## config.mk

```make
export PLATFORM = sky130hd
export DESIGN_NAME = mpq_cell
export DESIGN_NICKNAME = d
export VERILOG_FILES = /design/src/rtl/core/mpq_pkg.sv /design/src/rtl/core/mpq_cell.sv
export SDC_FILE = /design/constraint.sdc
export NUM_CORES = 1
export LEC_CHECK = 0
export BUFFER_PORTS_ARGS = -buffer_cell sky130_fd_sc_hd__clkbuf_2
export CORE_MARGIN = 2
export CORE_UTILIZATION = 45
export DETAILED_ROUTE_END_ITERATION = 10
export GPL_TIMING_DRIVEN = 1
export PLACE_DENSITY_LB_ADDON = 0.3
export SKIP_LAST_GASP = 1
export SYNTH_ARGS = -nofsm -noshare
export SYNTH_HDL_FRONTEND = slang
export SYNTH_SLANG_ARGS = --single-unit
```

## constraint.sdc

```tcl
create_clock -name clk_i -period 3.4 [get_ports clk_i]
set_clock_uncertainty 0.05 [all_clocks]
set_input_delay 0.17 -clock clk_i [delete_from_list [all_inputs] [get_ports clk_i]]
set_output_delay 0.17 -clock clk_i [all_outputs]
set_load 0.02 [all_outputs]
```

## src/rtl/core/mpq_pkg.sv

```systemverilog
// Shared types and constants for the max priority queue.
package mpq_pkg;

  localparam int unsigned CAPACITY = 64;
  localparam int unsigned CNT_W    = $clog2(CAPACITY + 1);
  localparam int unsigned VAL_W    = 32;
  localparam int unsigned OPC_W    = 2;
  localparam int unsigned STS_W    = 2;
  localparam int unsigned CNT_OUT_W = 7;

  typedef enum logic [OPC_W-1:0] {
    OP_INSERT  = 2'd0,
    OP_REMOVE  = 2'd1,
    OP_INSPECT = 2'd2
  } opcode_e;

  typedef enum logic [STS_W-1:0] {
    ST_OK    = 2'd0,
    ST_EMPTY = 2'd1,
    ST_FULL  = 2'd2
  } status_e;

  // Operation broadcast to every cell of the chain
  typedef struct packed {
    logic                    insert;
    logic                    remove;
    logic signed [VAL_W-1:0] value;
  } cell_ctrl_t;

  // State a cell shows to its neighbors
  typedef struct packed {
    logic                    occ;
    logic                    ge;
    logic signed [VAL_W-1:0] value;
  } cell_link_t;

endpackage

```

## src/rtl/core/mpq_cell.sv

```systemverilog
// One slot of the sorted chain: holds a value and its occupancy flag.
module mpq_cell (
  input  logic               clk_i,
  input  logic               rst_ni,
  input  mpq_pkg::cell_ctrl_t ctrl_i,
  input  mpq_pkg::cell_link_t left_i,
  input  mpq_pkg::cell_link_t right_i,
  output mpq_pkg::cell_link_t link_o
);
  import mpq_pkg::*;

  logic                    occ_q, occ_d;
  logic signed [VAL_W-1:0] val_q, val_d;
  logic                    ge;

  // Flag whether this slot stays ahead of the value being inserted
  assign ge = occ_q && (val_q >= ctrl_i.value);

  assign link_o.occ   = occ_q;
  assign link_o.ge    = ge;
  assign link_o.value = val_q;

  // Shift left on remove, open a gap on insert, otherwise hold
  always_comb begin
    occ_d = occ_q;
    val_d = val_q;
    if (ctrl_i.remove) begin
      occ_d = right_i.occ;
      val_d = right_i.value;
    end else if (ctrl_i.insert && !ge) begin
      if (left_i.ge) begin
        occ_d = 1'b1;
        val_d = ctrl_i.value;
      end else begin
        occ_d = left_i.occ;
        val_d = left_i.value;
      end
    end
  end

  always_ff @(posedge clk_i or negedge rst_ni) begin
    if (!rst_ni) begin
      occ_q <= 1'b0;
    end else begin
      occ_q <= occ_d;
    end
  end

  always_ff @(posedge clk_i) begin
    val_q <= val_d;
  end

endmodule

```

-- After elaboration in Yosys (flattened, before gate mapping)
Cells that the tools add are included.
- $lt $le $gt $ge: 1
- muxes and demuxes: 6
- reduce and logical (&&, ||, !) cells: 4
- operators with widths (operator ; count):
    32-bit two-way mux ; 3
    32-bit greater-or-equal comparator ; 1
    1-bit two-way mux ; 3
    1-bit logical AND ; 2
    2-bit nonzero test ; 1
    1-bit logical NOT ; 1
- bits in registers: 33
- output and inout port bits: 34
- word-level logic and storage cells: 13

-- Longest topological paths before layout
- word-level depth: 6
- mapped depth: 9
- depth with buffers taken out: 8

-- Least setup slack after synthesis
Ideal clock, no wire load.
- path type: reg-to-reg
- start point: register val_q[17]
- end point: register val_q[0] (enable)
- library setup time: 0.391 ns
- arrival time: 2.665 ns
- path slack: 0.293 ns
- cell stages (with the launch flop): 8
- path buffers: 0
- period minus slack after synthesis: 3.107 ns
- cells stage by stage: edfxtp_1 -> ha_1 -> a21o_1 -> nand3_2 -> a2111oi_1 -> or4_1 -> xor2_1 -> a31o_1
- longest elaborated chain between the ends: 5
- RTL lines (what ; RTL line ; RTL):
    start: declaration ; mpq_cell.sv:13 ; logic signed [VAL_W-1:0] val_q, val_d;
    start signal: assignment ; mpq_cell.sv:50 ; val_q <= val_d;
    32-bit greater-or-equal comparator ; mpq_cell.sv:17 ; assign ge = occ_q && (val_q >= ctrl_i.value);
    1-bit logical AND ; mpq_cell.sv:17 ;
    1-bit logical NOT ; mpq_cell.sv:30 ; end else if (ctrl_i.insert && !ge) begin
    1-bit logical AND ; mpq_cell.sv:30 ;
    2-bit nonzero test (no line) ; -- ;
No other way between the ends.
A chain may end at the register's enable or synchronous reset.

-- Worst setup path in the final report
- start point: register val_q[31]
- end point: register val_q[24] (enable)
The elaborated chain is that of the path after synthesis.

==> results.md <==
* CTS resizes at 0
* Critical path endpoint category: flip-flop
* Period Utilization, post-route at 0.803
* Detail Route Antenna Nets at 0
* Max Cap Viol at 0
* Hold Path Depth at 3
* Ant. Diodes at 0
* Routed wire length at roughly 6 mm
* H-tree depth at 2
* Post-synth top area share at 0.381
* Arr. time, crit path at 2.67 ns
* Routed vias at 2,340
* CTS tree: built
* Total die area at approximately 6200 um^2
* Largest cells by area after synthesis: edfxtp_1, ha_1, mux2i_1, o21ai_0, nand2_1
* Largest net degree at the start of global routing at 68
* Cell Rows at 27
* Pre-Repair DR Iteration Count at 4
* Root Driver: clkbuf_8
* Type of the worst min-delay path: in2reg
* DP Area at about 3300 um^2
* Clk buf depth at 2
* Fmax at around 0.37 GHz
* Core ar. at approximately 5500 um^2
* Synthesized cell area at 2520 um^2
* VDD IR-drop max at approximately 210 uV
* Final setup TNS at 0 ns
* Slew margin rel. at 0.249
* Pins Over Slew Limit at 0
* Layout cell share with drive strength beyond 1 at 0.373
* Cell area after layout at about 3400 um^2
* Worst reg2reg path endpoint: val_q[24]
* Pre-CTS WS at ~0.63 ns
* PortBufs at around 140
* Area leader, netlist: edfxtp_1
* Most common cell after layout, fill and taps aside: clkbuf_2
* Critical R2R Launch: val_q[31]
* Filler cells at around 500
* Number of buffers created by CTS at 5
* CTS clock-pin slew for the worst setup and hold paths at ~0.070 ns
* GRT Overall Usage at 0.196
* Vias per cell at between 4 and 5
* Initial antenna violation count at 0
* Clk sinks at 33
* # nets final at roughly 530
* Io pins at between 100 and 150
* Gpl congestion at 0.734
* Setup Fix Bufs, Post-CTS at 0
* DRC errors left at 0
* Power per cell area at 397 nW/um^2
* Worst R2R Setup Slack at 0.67 ns
* Worst-margin pin slew at approximately 1.1 ns
* Outcome: complete, no violations
* Avg Cell Area, Syn at about 9.6 um^2
* Critical path class: reg2reg
* Hold Crit Start: right_i[20]
* Fin crit period at 2.73 ns
* Hpwl dp at 4.65 mm
* Final setup fails at 0
* WP data required at approximately 3.3 ns
* FF-to-FF path depth at 7
* GR Overflow Total at 0
* Starting Density at 0.460
* Synth Instances at approximately 260
* Fin. Hold Viols at 0
* Synthesized Nets at around 400
* CP max FO at 26
* First-pass GRT wire length at 9.65 mm
* Clk_lat worst skew at between 0.2 and 0.3 ns
* Die height at roughly 79 um
* Hold-critical path endpoint: val_q[20]
* Type of origin of the critical path: flip-flop
* RSZ-0062 raised after global routing: no
* Most frequent cells in the layout: clkbuf_2, nand2_1, o21ai_0
* Area Overhead vs Synth at 33.3%
* Final WS setup at around 0.67 ns
* Iteration-0 DRC Markers at between 40 and 50
* Leak pwr at 1.81 nW
* WL/cell at approximately 13 um
* Sequential cell area fraction in the yosys report at 0.391
* Library cells used by synthesis at 30
* Vias in the first global route at 2,270
* Yosys synthesis warning count at 0
* Design Power at roughly 1.3 mW
* Die Span X at slightly below 80 um
* #FFs+latches synth at 33
==> layer usage <==
layer / up-vias / share of wire / GRT usage
met4: 0 / 0.014 / 0.0621
met2: 91 / 0.49 / 0.352
met1: 1025 / 0.41 / 0.232
met3: 11 / 0.079 / 0.0477
li1: 1213 / - / -
met5: - / 0 / 0
==> how the worst max path moves through the flow <==
stage,start,end,slack (ns),cells after the start
6_report,val_q[31],val_q[24],0.67,7
4_1_cts,val_q[31],val_q[13],0.62,7
5_1_grt,val_q[31],val_q[24],0.45,7
3_5_place_dp,val_q[31],val_q[24],0.63,7
2_1_floorplan,val_q[17],val_q[0],0.29,7
3_3_place_gp,val_q[31],val_q[2],0.62,7
==> synthesized netlist by cell type <==
master,count
dfrtp_1,1
a211oi_1,1
nand4_1,7
nand2_1,37
mux2i_1,32
nor2b_1,1
a2111oi_1,1
a21o_1,4
ha_1,32
nor2_1,1
buf_4,2
nand3_2,1
nor4_2,1
o221ai_1,1
edfxtp_1,32
buf_2,3
a2111oi_0,1
or4_1,1
nand3_1,4
o21ai_0,36
nand4_2,1
o211ai_1,1
xor2_1,1
inv_1,33
a31o_1,1
clkbuf_1,8
nor4b_1,1
a211o_1,1
a21oi_1,16
a31oi_1,1
==> through the flow <==
stage,util,hold slack [ns],cells
5_1_grt,0.614,0.115,469
2_1_floorplan,-,-0.176,263
4_1_cts,0.614,0.0960,469
3_5_place_dp,0.595,-0.104,460
3_3_place_gp,0.595,-0.105,460
6_report,0.614,0.111,469
==> worst max-delay path: stages (launching register included) <==
cell	delay [ns]
edfxtp_1	0.41
ha_1	0.38
nand4_2	0.18
a2111oi_1	0.39
or4_1	0.19
xor2_1	0.26
a31o_2	0.34
buf_12	0.23
==> flip-flops by register name (all words and copies together), names as in the netlist <==
name	count
val_q	32
occ_q	1
==> cell type report <==
cell class	instances	area (um^2)	share of cell area
clock buffers	8	90.1	0.0268
multi-input cells	184	1350	0.402
inverters	33	124	0.0369
well taps	72	90.1	0.0268
repair buffers	139	718	0.214
flip-flops and latches	33	986	0.294
==> logic make-up after synthesis <==
kind of cell             after synthesis  synth area share
XOR/XNOR                               1           0.00348
flip-flops                            33             0.391
buffers and inverters                 46            0.0730
AND/OR/NAND/NOR                       55             0.105
AO/OA/AOI/OAI                         64             0.142
adder cells (fa/ha/maj)               32             0.159
multiplexers                          32             0.127
==> repair_timing <==
item	in CTS	in global routing
hold endpoints to repair	1	0
hold buffers	1	0
setup endpoints to repair	0	0
==> power breakdown <==
group | total (mW) | leakage, nW | switching, mW | internal, mW
Combinational | 0.465 | 1.42 | 0.273 | 0.192
Clock | 0.312 | 0.0455 | 0.147 | 0.165
Sequential | 0.556 | 0.342 | 0.0317 | 0.524
Power figures use the tool's default switching activity.
